===== config.mk =====
export PLATFORM = sky130hd
export DESIGN_NAME = acsb_ram
export DESIGN_NICKNAME = d
export VERILOG_FILES = /design/src/design/acsb_ram.sv
export SDC_FILE = /design/constraint.sdc
export NUM_CORES = 2
export LEC_CHECK = 0
export BUFFER_PORTS_ARGS = -buffer_cell sky130_fd_sc_hd__buf_2
export CAP_MARGIN = 20
export CORE_ASPECT_RATIO = 1.75
export CORE_UTILIZATION = 60
export DETAILED_ROUTE_END_ITERATION = 16
export PLACE_DENSITY_LB_ADDON = 0.12
export REMOVE_ABC_BUFFERS = 1
export SLEW_MARGIN = 20
export SYNTH_ARGS = -nofsm -noshare
export SYNTH_HDL_FRONTEND = slang
export SYNTH_SLANG_ARGS = --single-unit

===== constraint.sdc =====
create_clock -name clk -period 3.08 [get_ports clk]
set_clock_uncertainty 0.15 [all_clocks]
set_input_delay 0.308 -clock clk [delete_from_list [all_inputs] [get_ports clk]]
set_output_delay 0.308 -clock clk [all_outputs]
set_load 0.02 [all_outputs]

===== src/design/acsb_ram.sv =====
`timescale 1ns / 1ps
// ----------------------------------------------------------------------------
// acsb_ram
// Simple dual-port RAM, one write and one registered read per cycle.
// ----------------------------------------------------------------------------
module acsb_ram #(
  parameter int WIDTH = 8,
  parameter int DEPTH = 256,
  parameter int AW    = $clog2(DEPTH)
) (
  input  logic             clk,
  input  logic             wr_en,
  input  logic [AW-1:0]    wr_addr,
  input  logic [WIDTH-1:0] wr_data,
  input  logic             rd_en,
  input  logic [AW-1:0]    rd_addr,
  output logic [WIDTH-1:0] rd_data
);

  logic [WIDTH-1:0] mem [DEPTH];

  // Write port
  always_ff @(posedge clk) begin
    if (wr_en) begin
      mem[wr_addr] <= wr_data;
    end
  end

  // Registered read, held while idle
  always_ff @(posedge clk) begin
    if (rd_en) begin
      rd_data <= mem[rd_addr];
    end
  end

endmodule


Word-level counts from Yosys, hierarchy flattened
Memories as Yosys holds them, arrays and structs flattened. A register that Yosys moved wholly into a read port is not among the register bits.
Index checks and enable logic that the tools add are counted.
{ "word_totals": {"elab_cells": 3, "ram_bits": 2048, "memories": 1, "output_inout_bits": 8, "input_bits": 27, "regBits": 0} }
{ "classes": {"muxes": 2} }
{ "mem_list": {"columns": ["name", "depth", "word_bits", "rd", "rd_clocked_by_memory_dff", "write_ports", "line", "text"], "rows": [
  ["mem", 256, 8, 1, 1, 1, "20", "logic [WIDTH-1:0] mem [DEPTH];"]
]} }
{ "op_table": {"columns": ["op", "count"], "rows": [
  ["$mux 1", 2]
]} }

Logic depth before layout (Yosys ltp)
{ "logic_depth": {"word_depth": 2, "mapped_depth": 11} }

Least setup slack after synthesis
No wires, ideal clock.
{ "synth_timing": {"path_kind": "in2reg", "from": "in rd_addr[0]", "to": "reg rd_data[2] (read register of mem) (data pin)", "slack_ps": 546, "stages": 9, "required_ps": 2661, "t_arrival_ps": 2115, "cell_sequence": "buf_6 > buf_12 > buf_8 > buf_2 > mux4_2 > a22oi_1 > a21oi_1 > nor4_1 > nor4_2"} }
{ "synth_rtl": {"columns": ["item", "line", "text"], "rows": [
  ["start, declared", "16", "input logic [AW-1:0] rd_addr,"],
  ["end, declared", "17", "output logic [WIDTH-1:0] rd_data"]
]} }

==> flow_summary.toml <==
[status]
status = "finished with violations"
violations = "negative hold slack"

[global_route]
grt_pass1_wl_um = 298000
grt_pass1_vias = 42813
antenna_found_initial = 17
grt_usage_pct = 31.6
grt_max_degree = 97
grt_overflow = 0

[sta]
fmax_mhz = 327
rsz0062_at_grt = "false"
fin_crit_sh_pct = 99.1
tns_ns = 0
setup_ws_ns = 0.0264
setup_violations = 0
period_minus_slack_ns = 3.05
slew-limit-headroom_pct = 27.6
maxSlewViolCount = 0
worst_pin_slew_ns = 1.08
whs_ns = -0.0217
hold_violations = 6

[detailed_routing]
drt-pass1-iter-count = 5
drt_iter0_drc = 4757
drc = 0
viasPerCell = 6.66
via_count = 40948
wl_per_cell_um = 33.7
routed_wl_um = 207000
final_antenna_net_count = 0

[power_and_ir_drop]
ir_drop_mv = 0.764
pwr-share-seq_pct = 55.1
total_power_mw = 56.1
p_sw_mw = 11.7
leakagePower_nw = 29.5
powerDensity_mw_per_mm2 = 612
p_int_mw = 44.3
clockPowerShare_pct = 39.3
swShare_pct = 20.9
power.share.combinational_pct = 5.6

[clock_network]
clkSinkCount = 2056
cts-root-buf = "clkbuf_16"
clkLatencyLatePin_ns = 0.81
cts_max_level = 4
cts-buffers-inserted = 172
cts_tree = "done"
cts.path.max_buffers = 3
clkSlewWorstSetupHoldPaths_ns = 0.07

[place]
port_buffers = 34
hpwl_um = 138000
pre_cts_ws_ns = -0.741
gp_congestion = 0.919

[synth]
synthAdderAreaFrac_pct = 0
synth_cells = 3733
syn-cell-area_mm2 = 0.0796
async_flop_share_pct = 0
synth_ff_type = "edfxtp_1"
synthXorXnorAreaFrac_pct = 0
ys_types = 54
synth-compound-area-share_pct = 3.42
synth_edf_count = 2056
syn-mean-instance-area_um2 = 21.3
yosys_warnings = 0
muxShareOfSynthArea_pct = 14.6
synth-simple-area-share_pct = 2.63
ys_seq_area_share_pct = 77.5
ys_ff_latch = 2056
synth_top_family_by_area = "multiplexers"

[die]
dieArea_mm2 = 0.134
num_rows = 176
fp.dieW_um = 277
io_pins = 35
initial_core_util_pct = 60.6
die_y_um = 484
core_area_mm2 = 0.131

[cells_and_area]
fill_cells = 7949
area_growth_pct = 15.0
layout_common_cells = "edfxtp_1, buf_4, mux4_2"
drive_above_1_share_pct = 30.4
finish.net_count = 4343
final_common_cell = "edfxtp_1"

[flow_run]
drv_cap = 0

[setup_path]
crit_slowest_cell = "nor4_1"
crit_path_cell_trace = "mux4_2, o311ai_0, buf_4, o22ai_1, nor4_1, buf_4, nor4_2"
crit_buf_inv = 2
critPathKind = "reg -> reg"
crit_path_start_kind = "register"
cp_max_fo = 2
max_stage_delay_ns = 0.80
cp_top_family = "simple AND/OR/NAND/NOR gates"
crit_required_ns = 3.49
crit_path_end_kind = "register"
cp.arrival_ns = 3.46
cpMostUsedCell = "buf_4"

[min_path]
holdCritPathClass = "in -> reg"
-- cell usage after synthesis (21+ instances only) --
master / number / area, um^2
buf_2: 31 / 155
o221ai_1: 46 / 403
buf_6: 21 / 236
nor2_1: 282 / 1060
nor3_1: 22 / 110
buf_1: 22 / 82.6
nor2b_1: 31 / 194
o22ai_1: 28 / 175
mux4_2: 454 / 10200
edfxtp_1: 2056 / 61700
nand2_1: 33 / 124
clkbuf_1: 111 / 417
a21oi_1: 96 / 480
nor4_1: 24 / 150
mux2i_1: 134 / 1340
nand3_1: 34 / 170
a22oi_1: 133 / 998
buf_4: 27 / 203
-- layer usage --
layer	wire, um	vias up	GRT usage, %	share of wire (%)
li1	-	16826	-	-
met1	70100	21657	37.4	34
met2	109000	1941	55.0	53
met3	14100	510	4.64	6.8
met4	13600	14	18.5	6.5
met5	95	-	0	0.046
-- cell families (layout without fill, tap and decap cells) --
logic type             after synthesis  in the layout
AO/OA/AOI/OAI                      385            385
buffers and inverters              235            956
flip-flops                        2056           2056
multiplexers                       591            591
other                                0              6
AND/OR/NAND/NOR                    466            466
-- metrics by stage --
step	hold WS [ns]	area [um^2]	utilization, %	cells
2_1_floorplan	0.257	78200	-	3500
3_3_place_gp	0.640	85800	65.3	5825
3_5_place_dp	0.639	85900	65.3	5828
4_1_cts	0.0158	91600	69.7	6145
5_1_grt	0.00851	91600	69.7	6146
6_report	-0.0217	91600	69.7	6151
-- registers in the layout, summed over array words and instances, names as in the netlist --
signal,cells
rd_data,8
mem,2048
-- area by class of cell --
type / instances / area (um^2) / share of cell area (%)
Antenna cell: 6 / 15.0 / 0.0164
Clock buffer: 215 / 4610 / 5.04
Clock inverter: 97 / 1020 / 1.12
Inverter: 2 / 7.51 / 0.00820
Multi-Input combinational cell: 1442 / 16500 / 18.0
Sequential cell: 2056 / 61700 / 67.4
Tap cell: 1691 / 2120 / 2.31
Timing Repair Buffer: 642 / 5570 / 6.08
-- power by group through the flow --
stage               clock, mW  sequential, mW  combinational, mW
CTS                      22.3            30.9               3.16
global route             23.2            30.9               3.27
global placement            0            31.5               3.05
finish                   22.1            30.9               3.15
floorplan                   0            31.5               1.08
detailed placement          0            31.5               3.14
-- path summary, 6_finish.rpt --
check              start  slack, ns  cells past startpoint     endpoint
max          mem[233][6]       0.03                      7   rd_data[6]
min           wr_data[6]      -0.02                      1  mem[132][6]
max reg2reg  mem[233][6]       0.03                      7   rd_data[6]
min reg2reg   mem[48][0]       1.04                      6   rd_data[0]
-- what timing repair did --
item                                    in CTS  in global routing
resized for setup                            1                  1
buffers inserted                             0                  0
endpoints found under the setup margin       1                  1
hold endpoints to repair                   147                  0
hold buffers                                 5                  0
(Power assumes the default switching activity.)
