### src/design/acsb_pkg.sv
`timescale 1ns / 1ps
// ----------------------------------------------------------------------------
// acsb_pkg
// Shared types and constants of the counting semaphore bank.
// ----------------------------------------------------------------------------
package acsb_pkg;

  localparam int NUM_SEMS = 256;
  localparam int IDX_W    = 8;
  localparam int VAL_W    = 15;
  localparam int REQ_W    = 16;
  localparam int CNT_W    = 9;
  localparam logic [VAL_W:0] SEM_MAX = 16'd32767;

  typedef enum logic [1:0] {
    OP_BATCH   = 2'd0,
    OP_SET     = 2'd1,
    OP_GET_VAL = 2'd2,
    OP_GET_REQ = 2'd3
  } opcode_t;

  typedef enum logic [2:0] {
    STAT_OK     = 3'd0,
    STAT_BLOCK  = 3'd1,
    STAT_AGAIN  = 3'd2,
    STAT_BADIDX = 3'd3,
    STAT_RANGE  = 3'd4
  } stat_t;

  typedef enum logic [2:0] {
    ST_IDLE,
    ST_RD,
    ST_EXEC,
    ST_CM_A,
    ST_CM_B,
    ST_CM_C,
    ST_OUT
  } state_t;

  // Result of one pass through the shared arithmetic unit
  typedef struct packed {
    logic              fail;
    stat_t             st;
    logic [VAL_W-1:0]  val;
  } alu_res_t;

endpackage

### src/design/acsb_alu.sv
`timescale 1ns / 1ps
// ----------------------------------------------------------------------------
// acsb_alu
// Shared add and compare unit for one batch step on a staged or committed value.
// ----------------------------------------------------------------------------
module acsb_alu (
  input  logic [acsb_pkg::VAL_W-1:0] cur,
  input  logic signed [15:0]         amount,
  input  logic                       no_wait,
  output acsb_pkg::alu_res_t         res
);
  import acsb_pkg::*;

  logic signed [16:0] sum;
  stat_t              blk_st;

  assign sum    = $signed({2'b00, cur}) + $signed({amount[15], amount});
  assign blk_st = no_wait ? STAT_AGAIN : STAT_BLOCK;

  // Take, wait-for-zero or give
  always_comb begin
    res.fail = 1'b0;
    res.st   = STAT_OK;
    res.val  = cur;
    if (amount[15]) begin
      if (sum[16]) begin
        res.fail = 1'b1;
        res.st   = blk_st;
      end else begin
        res.val = sum[VAL_W-1:0];
      end
    end else if (amount == 16'sd0) begin
      if (cur != '0) begin
        res.fail = 1'b1;
        res.st   = blk_st;
      end
    end else begin
      if (sum[VAL_W]) begin
        res.fail = 1'b1;
        res.st   = STAT_RANGE;
      end else begin
        res.val = sum[VAL_W-1:0];
      end
    end
  end

endmodule

### config.mk
export PLATFORM = sky130hd
export DESIGN_NAME = acsb_alu
export DESIGN_NICKNAME = d
export VERILOG_FILES = /design/src/design/acsb_pkg.sv /design/src/design/acsb_alu.sv
export SDC_FILE = /design/constraint.sdc
export NUM_CORES = 1
export LEC_CHECK = 0
export ABC_CLOCK_PERIOD_IN_PS = 1900
export BUFFER_PORTS_ARGS = -buffer_cell sky130_fd_sc_hd__clkbuf_2
export CORE_ASPECT_RATIO = 1.5
export CORE_MARGIN = 8
export CORE_UTILIZATION = 45
export DETAILED_ROUTE_END_ITERATION = 8
export PLACE_DENSITY = 0.79
export SYNTH_ARGS = -nofsm -noshare
export SYNTH_HDL_FRONTEND = slang
export SYNTH_SLANG_ARGS = --single-unit
### constraint.sdc
create_clock -name vclk -period 1.9
set_input_delay 0 -clock vclk [all_inputs]
set_output_delay 0 -clock vclk [all_outputs]
set_load 0.01 [all_outputs]
==> results of run 1 <==
## stage by stage
stage	area (um^2)	setup slack, ns
floorplan	1092	0.003648
global placement	1809	-0.2031
detailed placement	1809	-0.3225
CTS	2098	-0.1460
## timing repair
item | in CTS
buffers inserted | 7
gates resized for setup | 38
setup endpoints to repair | 18
gates cloned | 0
hold buffers | 0
pin swaps | 15
## cells by family after synthesis
group / count (synthesis)
buffers and inverters: 4
AO/OA/AOI/OAI: 47
adder cells (fa/ha/maj): 16
multiplexers: 14
XOR/XNOR: 12
AND/OR/NAND/NOR: 37
==> key figures, run 1 <==
Synth
  • Synth Warn #: 0
  • Count leader, synth: ha_1
  • Mux cell area share after synthesis: 17.71%
  • Simple-gate share of the synthesized area: 17.48%
  • Compound-Gate Fraction of Synth Area: 33.80%
  • Synth Area in Adders: 19.21%
  • Xor/xnor cell area share of the yosys netlist: 9.722%
  • Synth area leader: ha_1
  • Seq/Total Area, Yosys: 0%
  • Main combinational cell family by area after synthesis: compound AO/OA/AOI/OAI gates
  • Cell count after synthesis: 130
  • Synthesized area per cell: 8.316 um^2
  • Synth Net Count: 178
  • Yosys cell types: 40
  • Synth cell count leaders: ha_1, a21oi_1, nand2_1
  • Mapped cell area: 1081 um^2
  • Synth top area cells: ha_1, mux2_4, xnor2_1, a21oi_1, mux2_1
  • Post-synth top area share: 17.36%

Outcome
  • Status: stopped before the end
  • Error: [ERROR DPL-0033] detailed placement checks failed during check placement.
  • Stopped at: global routing

STA
  • Grt repair worst endpoint: res[8]
  • Worst EP kind: primary output

Floorplanning
  • FP Rows: 22
  • Die Ht: 76.03 um
  • Num ports: 51
  • Starting density of the core: 45.67%
  • Chip width: 56.02 um

Placed design
  • IO buf count: 51
  • HPWL Detailed: 3.798 mm
  • Post-Place Cells: 262
  • Gpl congestion: 0.9211

GRT
  • Largest net degree at the start of global routing: 7
  • Antenna violations before repair: 0
==> run 2: changes to the inputs <==
==> config.mk (replaced) <==
export PLATFORM = sky130hd
export DESIGN_NAME = acsb_alu
export DESIGN_NICKNAME = d
export VERILOG_FILES = /design/src/design/acsb_pkg.sv /design/src/design/acsb_alu.sv
export SDC_FILE = /design/constraint.sdc
export NUM_CORES = 1
export LEC_CHECK = 0
export ABC_CLOCK_PERIOD_IN_PS = 2470
export BUFFER_PORTS_ARGS = -buffer_cell sky130_fd_sc_hd__clkbuf_2
export CORE_AREA = 8 8 69 71
export DETAILED_ROUTE_END_ITERATION = 8
export DIE_AREA = 0 0 77 79
export PLACE_DENSITY_LB_ADDON = 0.15
export SYNTH_ARGS = -nofsm -noshare
export SYNTH_HDL_FRONTEND = slang
export SYNTH_SLANG_ARGS = --single-unit
==> constraint.sdc (replaced) <==
create_clock -name vclk -period 2.47
set_input_delay 0 -clock vclk [all_inputs]
set_output_delay 0 -clock vclk [all_outputs]
set_load 0.01 [all_outputs]
==> run 2 against run 1 <==
Effect of this change: the flow now finishes without violations; area after synthesis did not move; synthesized cell count did not move.
==> key figures, run 2 <==
Setup path
  • Delay-heaviest family, CP: compound AO/OA/AOI/OAI gates
  • Worst Path Buf+Inv: 3
  • CP peak stage delay: 0.40 ns
  • Crit Path Class: in -> out
  • CP Launch Type: input pin
  • CP Launch Point: cur[0]
  • Worst-path maximum fanout: 5
  • Setup crit end: res[10]
  • WP data required: 2.47 ns
  • Crit-path cells: clkbuf_2 > ha_1 > fa_1 > a211oi_2 > o21ai_1 > a31oi_2 > o211ai_4 > buf_4 > mux2_4 > clkbuf_2
  • Crit-path slowest cell: fa_1
  • CP Capture Type: output pin
  • CP most frequent cell: clkbuf_2
  • Instance count on the critical path: 10
  • CP arrival: 2.25 ns

GRT
  • Largest net degree at the start of global routing: 9
  • Remaining Overflow, GRT: 0
  • Global Route Usage Sum: 11.22%
  • Global-route wire length before repair: 5.954 mm
  • Antenna violations before repair: 0
  • Vias in the first global route: 1,318

Cells and area
  • Commonest cells after routing, fill and taps aside: clkbuf_2, ha_1, a21oi_1
  • Clock buffers: 0
  • Num sequential: 0
  • Sequential cell area: 0 um^2
  • Number of diodes: 0
  • Layout Nets: 234
  • Area Overhead vs Synth: 33.45%
  • Final core utilization: 37.98%
  • Leading cell type in the layout, fill and taps excluded: clkbuf_2
  • Layout cell share with drive strength beyond 1: 40.22%

STA
  • Min Hold Slack: 0.2330 ns
  • Period utilization: 91.00%
  • Worst Tran Pin Value: 0.4308 ns
  • Fin crit period: 2.248 ns
  • FMAX: 444.9 MHz
  • Fin Setup TNS: 0 ns
  • RSZ-0062 raised after global routing: no
  • Setup-failing EPs final: 0
  • Final Max Tran Viols: 0
  • Worst relative slew slack: 71.02%
  • Final Hold Fails: 0

Flow run
  • Max-cap viol count: 0

Synth
  • Synth cell count leaders: ha_1, a21oi_1, nand2_1 (unchanged)
  • Synth area leader: ha_1 (unchanged)
  • Post-synth top area share: 17.36% (unchanged)
  • Synth top area cells: ha_1, mux2_4, xnor2_1, a21oi_1, mux2_1 (unchanged)
  • Count leader, synth: ha_1 (unchanged)
  • Mapped cell area: 1081 um^2 (unchanged)
  • Synth Warn #: 0 (unchanged)
  • Synthesized area per cell: 8.316 um^2 (unchanged)
  • Yosys cell types: 40 (unchanged)
  • Seq/Total Area, Yosys: 0% (unchanged)
  • Synth Net Count: 178 (unchanged)
  • Cell count after synthesis: 130 (unchanged)

Clock network
  • Setup Buffers After CTS: 0 (was 7)
  • Post-cts resize count: 0 (was 38)
  • Hold-fix buffer count after cts: 0 (unchanged)

Floorplanning
  • Die Footprint: 6083 um^2
  • Num ports: 51 (unchanged)
  • Core area: 3799 um^2
  • Chip width: 77 um (was 56.02 um)
  • Die Ht: 79 um (was 76.03 um)
  • Starting density of the core: 28.46% (was 45.67%)
  • FP Rows: 23 (was 22)

Detailed routing
  • Final wirelength: 3.605 mm
  • First-pass DRT Iterations: 4
  • DRC Markers: 0
  • Final antenna-violating net count: 0
  • Vias per inst: 5.274
  • Via count: 1,234
  • Routed wire length per instance: 15.41 um
  • Initial DRC count: 30

Placed design
  • IO buf count: 51 (unchanged)
  • HPWL Detailed: 3.185 mm (was 3.798 mm)
  • Gpl congestion: 0.8783 (was 0.9211)

Hold path
  • Hold Crit Class: in -> out
  • Hold wc startpoint: no_wait

Power and ir drop
  • Tot Pwr: 452.1 uW
  • Reg power frac: 0%
  • Comb power frac: 100.0%
  • Sw Share: 50.73%
  • PwrDens: 313.4 nW/um^2
  • Lkg Pwr: 0.0006849 uW
  • Cell-internal power: 222.8 uW
  • Clock network power share: 0%
  • Max rail drop VDD: 0.0001445 V
  • Psw: 229.3 uW

Outcome
  • Status: completed (was stopped before the end)
## run 2: cell counts after synthesis
Identical to the previous run, type by type.
## run 2: worst min path at each step
stage | end | slack [ns] | cells past startpoint
6_report | res[15] | 0.23 | 3
5_1_grt | res[15] | 0.25 | 3
4_1_cts | res[15] | 0.24 | 3
3_5_place_dp | res[15] | 0.24 | 3
3_3_place_gp | res[15] | 0.23 | 3
2_1_floorplan | res[15] | 0.05 | 1
## run 2: cell type report
type	count	area, um^2
tap	50	62.56
timing repair buffer	57	312.8
inverter	1	3.754
fill	406	2356
multi-input combinational	126	1064
## run 2: kinds of logic (layout without fill, tap and decap cells)
kind of cell | Yosys count | count (layout) | synth area share (%)
mux | 14 | 14 | 17.71
buf+inv | 4 | 58 | 2.083
fa+ha+maj | 16 | 16 | 19.21
simple gates | 37 | 37 | 17.48
xor+xnor | 12 | 12 | 9.723
compound gates | 47 | 47 | 33.80
## run 2: routing by layer
metal	track usage (%)	up-vias	wire length [um]
met2	20.99	39	1734
li1	-	631	-
met5	0	-	0
met3	1.806	4	203
met4	1.887	0	66
met1	13.29	560	1601
## run 2: worst min-delay path, stage by stage
cell      delay [ns]
clkbuf_2        0.08
nor2_1          0.04
clkbuf_2        0.11
## run 2: power groups by stage
stage	clock network, uW	logic, uW	registers [uW]
4_1_cts	0	456	0
3_3_place_gp	0	451	0
3_5_place_dp	0	452	0
5_1_grt	0	494	0
2_1_floorplan	0	300	0
6_report	0	452	0
## run 2: stage by stage
| stage | instance area [um^2] | setup WS [ns] | cells |
|---|---|---|---|
| 6_report | 1443 | 0.2223 | 234 |
| 5_1_grt | 1443 | 0.09879 | 234 |
| 4_1_cts | 1438 | 0.1324 | 234 |
| 3_5_place_dp | 1438 | 0.1537 | 234 |
| 3_3_place_gp | 1438 | 0.2135 | 234 |
| 2_1_floorplan | 1081 | 0.4711 | 130 |
Note: power is estimated with default switching activity, not from simulation.
==> run 3: changes to the inputs <==
--- a/config.mk
+++ b/config.mk
@@ -11,6 +11,7 @@
 export DETAILED_ROUTE_END_ITERATION = 8
 export DIE_AREA = 0 0 77 79
 export PLACE_DENSITY_LB_ADDON = 0.15
+export REMOVE_ABC_BUFFERS = 1
 export SYNTH_ARGS = -nofsm -noshare
 export SYNTH_HDL_FRONTEND = slang
 export SYNTH_SLANG_ARGS = --single-unit
==> run 3 against run 2 <==
Effect of this change: combinational power rose by 0.9%; critical path depth stayed put; final area is 1.7% higher; global-route usage fell by 0.073 points; via count grew 0.81%; power rose by 0.83%; hold slack gained 0.010 ns; sequential cell count is the same; non-clock buffer count is 5 higher; critical endpoint is now res[9]; largest cell class unchanged; largest power group unchanged; highest routed layer unchanged.
==> key figures, run 3 (synthesis results as in run 2) <==
Outcome
  • Status: completed (unchanged)

STA
  • Final Hold Fails: 0 (unchanged)
  • Final Max Tran Viols: 0 (unchanged)
  • FMAX: 428.6 MHz (was 444.9 MHz)
  • Worst relative slew slack: 69.51% (was 71.02%)
  • Period utilization: 94.46% (was 91.00%)
  • Setup-failing EPs final: 0 (unchanged)
  • Worst Tran Pin Value: 0.4547 ns (was 0.4308 ns)
  • RSZ-0062 raised after global routing: no (unchanged)
  • Fin crit period: 2.333 ns (was 2.248 ns)

GRT
  • M2 GR Usage: 21.50% (was 20.99%)
  • Remaining Overflow, GRT: 0 (unchanged)
  • Met1 global-route usage: 12.30% (was 13.29%)
  • Global Route Usage Sum: 11.15% (was 11.22%)
  • Antenna violations before repair: 0 (unchanged)
  • GR Util met3: 2.822% (was 1.806%)
  • Gr busiest metal: met2 (unchanged)
  • Vias in the first global route: 1,345 (was 1,318)
  • Global-route wire length before repair: 5.982 mm (was 5.954 mm)
  • Largest net degree at the start of global routing: 9 (unchanged)

Placed design
  • Gpl congestion: 0.8408 (was 0.8783)
  • HPWL Detailed: 3.192 mm (was 3.185 mm)
  • IO buf count: 51 (unchanged)
  • Post-Place Cells: 237 (was 234)

Floorplanning
  • Die Ht: 79 um (unchanged)
  • Starting density of the core: 28.46% (unchanged)
  • Num ports: 51 (unchanged)
  • Core area: 3799 um^2 (unchanged)
  • Chip width: 77 um (unchanged)
  • Die Footprint: 6083 um^2 (unchanged)
  • FP Rows: 23 (unchanged)

Cells and area
  • Final cell count without fillers: 239 (was 234)
  • FILL cells: 421 (was 406)
  • Num sequential: 0 (unchanged)
  • Area Overhead vs Synth: 35.76% (was 33.45%)
  • Multi-input logic area: 1064 um^2 (unchanged)
  • Number of diodes: 0 (unchanged)
  • Layout Nets: 239 (was 234)
  • Sequential cell area: 0 um^2 (unchanged)
  • Layout cell share with drive strength beyond 1: 41.80% (was 40.22%)
  • Clock buffers: 0 (unchanged)
  • Leading cell type in the layout, fill and taps excluded: clkbuf_2 (unchanged)
  • Commonest cells after routing, fill and taps aside: clkbuf_2, ha_1, a21oi_1 (unchanged)
  • Final core utilization: 38.64% (was 37.98%)

Hold path
  • Hold Crit Class: in -> out (unchanged)

Detailed routing
  • Routed wire length per instance: 15.10 um (was 15.41 um)
  • DRC Markers: 0 (unchanged)
  • Via count: 1,244 (was 1,234)
  • Initial DRC count: 62 (was 30)
  • Vias per inst: 5.205 (was 5.274)
  • Final antenna-violating net count: 0 (unchanged)
  • First-pass DRT Iterations: 4 (unchanged)
  • Final wirelength: 3.608 mm (was 3.605 mm)

Setup path
  • Worst-path maximum fanout: 8 (was 5)
  • Setup crit end: res[9] (was res[10])
  • CP Launch Type: input pin (unchanged)
  • CP Capture Type: output pin (unchanged)
  • Crit Path Class: in -> out (unchanged)
  • CP arrival: 2.33 ns (was 2.25 ns)
  • CP Launch Point: cur[0] (unchanged)
  • WP data required: 2.47 ns (about the same)

Power and ir drop
  • Max rail drop VDD: 0.0001168 V (was 0.0001445 V)
  • Tot Pwr: 455.9 uW (was 452.1 uW)
  • PwrDens: 310.6 nW/um^2 (was 313.4 nW/um^2)
  • Lkg Pwr: 0.0007052 uW (was 0.0006849 uW)

Clock network
  • Hold-fix buffer count after cts: 0 (unchanged)

Flow run
  • Max-cap viol count: 0 (unchanged)
[run 3: area by class of cell]
type                       instances  share of cell area (%)
timing repair buffer              62                   23.02
multi-input combinational        126                   72.46
inverter                           1                  0.2558
tap                               50                   4.263
[run 3: per-layer routing]
metal / vias up / routed length, um
li1: 636 / -
met1: 570 / 1519
met2: 34 / 1795
met3: 4 / 246
met4: 0 / 47
met5: - / 0
[run 3: metrics by stage]
| stage | setup TNS (ns) | hold slack, ns | area, um^2 | setup slack, ns |
|---|---|---|---|---|
| 3_5_place_dp | -0.4439 | 0.2459 | 1448 | -0.05510 |
| 4_1_cts | 0 | 0.2470 | 1463 | 0.04013 |
| 3_3_place_gp | -0.04569 | 0.2340 | 1448 | -0.01028 |
| 2_1_floorplan | 0 | 0.04753 | 1062 | 0.4555 |
| 5_1_grt | 0 | 0.2769 | 1468 | 0.008062 |
| 6_report | 0 | 0.2431 | 1468 | 0.1369 |
[run 3: worst min-delay path by stage]
stage / cells past startpoint / slack, ns / endpoint / start
after floorplan: 1 / 0.05 / res[15] / no_wait
after global placement: 3 / 0.23 / res[15] / no_wait
after detailed placement: 3 / 0.25 / res[15] / no_wait
after CTS: 3 / 0.25 / res[15] / no_wait
after global routing: 3 / 0.28 / res[15] / no_wait
final: 3 / 0.24 / res[15] / no_wait
[run 3: repair_timing]
item,4_1_cts,5_1_grt
resized for setup,0,1
gates cloned,0,0
hold endpoints to repair,0,0
setup buffers,2,0
pin swaps,1,0
endpoints found under the setup margin,14,15
[run 3: where the power goes]
part,internal (uW),switching [uW]
clock,0,0
combinational,225,231
sequential,0,0
total,225,231
[run 3: critical path, cell delays in order]
cell and delay (ns):
clkbuf_2 0.11, ha_1 0.24, fa_1 0.44, a211oi_2 0.30
o21ai_1 0.19, a31oi_2 0.30, o211ai_4 0.10, buf_4 0.20
mux2_4 0.31, clkbuf_2 0.13
==> run 4: changes to the inputs <==
--- a/config.mk
+++ b/config.mk
@@ -5,7 +5,7 @@
 export SDC_FILE = /design/constraint.sdc
 export NUM_CORES = 1
 export LEC_CHECK = 0
-export ABC_CLOCK_PERIOD_IN_PS = 2470
+export ABC_CLOCK_PERIOD_IN_PS = 3000
 export BUFFER_PORTS_ARGS = -buffer_cell sky130_fd_sc_hd__clkbuf_2
 export CORE_AREA = 8 8 69 71
 export DETAILED_ROUTE_END_ITERATION = 8
==> constraint.sdc (replaced) <==
create_clock -name vclk -period 3
set_input_delay 0 -clock vclk [all_inputs]
set_output_delay 0 -clock vclk [all_outputs]
set_load 0.01 [all_outputs]
==> run 4 against run 3 <==
Effect of this change: non-clock buffer count fell by 11; power fell by 22%; cell count fell by 4.6%; critical path depth fell by 1; final area fell by 6.0%; sequential cell count did not move; critical endpoint is now res[4]; largest cell class unchanged.
==> key figures, run 4 (synthesis results as in run 2) <==
STA
  • FMAX: 401.8 MHz
  • Setup-failing EPs final: 0 (unchanged)
  • Worst relative slew slack: 54.15% (was 69.51%)
  • Fin crit period: 2.489 ns
  • Fin Setup TNS: 0 ns (unchanged)
  • Period utilization: 82.96%
  • RSZ-0062 raised after global routing: no (unchanged)
  • Final Hold Fails: 0 (unchanged)
  • Worst Tran Pin Value: 0.6845 ns (was 0.4547 ns)
  • Final Max Tran Viols: 0 (unchanged)

Cells and area
  • Clock buffers: 0 (unchanged)
  • Number of diodes: 0 (unchanged)
  • Layout Nets: 228 (was 239)
  • Commonest cells after routing, fill and taps aside: clkbuf_2, ha_1, a21oi_1 (unchanged)
  • Area Overhead vs Synth: 27.66% (was 35.76%)
  • Num sequential: 0 (unchanged)
  • Layout cell share with drive strength beyond 1: 37.64% (was 41.80%)
  • FILL cells: 431 (was 421)
  • Sequential cell area: 0 um^2 (unchanged)
  • Leading cell type in the layout, fill and taps excluded: clkbuf_2 (unchanged)

GRT
  • Remaining Overflow, GRT: 0 (unchanged)
  • Vias in the first global route: 1,292 (was 1,345)
  • Global-route wire length before repair: 5.920 mm (was 5.982 mm)
  • Largest net degree at the start of global routing: 16 (was 9)
  • Antenna violations before repair: 0 (unchanged)
  • Global Route Usage Sum: 11.01% (was 11.15%)

Setup path
  • Worst-path maximum fanout: 15 (was 8)
  • Crit-path cells: clkbuf_2 > ha_1 > fa_1 > a211oi_1 > o21ai_1 > a31oi_2 > o211ai_4 > mux2_1 > clkbuf_2 (was clkbuf_2 > ha_1 > fa_1 > a211oi_2 > o21ai_1 > a31oi_2 > o211ai_4 > buf_4 > mux2_4 > clkbuf_2)
  • CP Launch Type: input pin (unchanged)
  • CP most frequent cell: clkbuf_2 (unchanged)
  • CP Capture Type: output pin (unchanged)
  • CP peak stage delay: 0.44 ns (about the same)
  • Worst Path Buf+Inv: 2 (was 3)
  • Delay-heaviest family, CP: compound AO/OA/AOI/OAI gates (unchanged)
  • CP arrival: 2.49 ns (was 2.33 ns)
  • Crit Path Class: in -> out (unchanged)
  • Crit-path slowest cell: fa_1 (unchanged)
  • WP data required: 3.00 ns (was 2.47 ns)

Placed design
  • HPWL Detailed: 3.115 mm (was 3.192 mm)
  • IO buf count: 51 (unchanged)
  • Gpl congestion: 0.8346 (was 0.8408)

Floorplanning
  • Die Footprint: 6083 um^2 (unchanged)
  • FP Rows: 23 (unchanged)
  • Core area: 3799 um^2 (unchanged)
  • Chip width: 77 um (unchanged)
  • Starting density of the core: 28.46% (unchanged)
  • Die Ht: 79 um (unchanged)
  • Num ports: 51 (unchanged)

Detailed routing
  • Final antenna-violating net count: 0 (unchanged)
  • Final wirelength: 3.596 mm (was 3.608 mm)
  • Vias per inst: 5.452 (was 5.205)
  • Via count: 1,243 (was 1,244)
  • Initial DRC count: 52 (was 62)
  • Routed wire length per instance: 15.77 um (was 15.10 um)
  • DRC Markers: 0 (unchanged)
  • First-pass DRT Iterations: 4 (unchanged)

Clock network
  • Hold-fix buffer count after cts: 0 (unchanged)
  • Setup Buffers After CTS: 0 (was 2)
  • Post-cts resize count: 0 (unchanged)

Hold path
  • Hold Crit Class: in -> out (unchanged)

Flow run
  • Max-cap viol count: 0 (unchanged)

Power and ir drop
  • Max rail drop VDD: 0.00008626 V (was 0.0001168 V)
  • Lkg Pwr: 0.0006509 uW (was 0.0007052 uW)
  • PwrDens: 256.6 nW/um^2 (was 310.6 nW/um^2)
  • Tot Pwr: 354.1 uW (was 455.9 uW)

Outcome
  • Status: completed (unchanged)
==> run 4: layout make-up <==
class,count,area (um^2),share of cell area [%]
inverters,1,3.754,0.2720
multi-input cells,126,1059,76.70
well taps,50,62.56,4.533
repair buffers,51,255.2,18.50
==> run 4: final timing paths <==
path / from / endpoint / slack (ns) / cells past startpoint
worst max-delay path: cur[0] / res[4] / 0.51 / 9
worst min-delay path: no_wait / res[15] / 0.24 / 3
==> run 4: metrics by stage <==
stage	worst slack, ns	std cells	hold WS, ns	utilization [%]	instance area (um^2)
CTS	0.5204	228	0.2428	36.33	1380
floorplan	0.9855	127	0.04753	-	1062
detailed placement	0.5302	228	0.2421	36.33	1380
finish	0.5112	228	0.2412	36.33	1380
global route	0.3045	228	0.2596	36.33	1380
global placement	0.5686	228	0.2344	36.33	1380
==> run 4: per-layer routing <==
metal  track usage (%)  vias to the layer above  share of wire, %
li1                  -                      617                 -
met1             13.59                      586                44
met2             20.73                       40                51
met3             1.693                        0               5.3
met4                 0                        0                 0
met5                 0                        -                 0
==> run 4: report_power, final <==
group	switching, uW	leakage [uW]	internal (uW)	total, uW
clock network	0	0	0	0
logic	185	0.000651	169	354
registers	0	0	0	0
total	185	0.000651	169	354
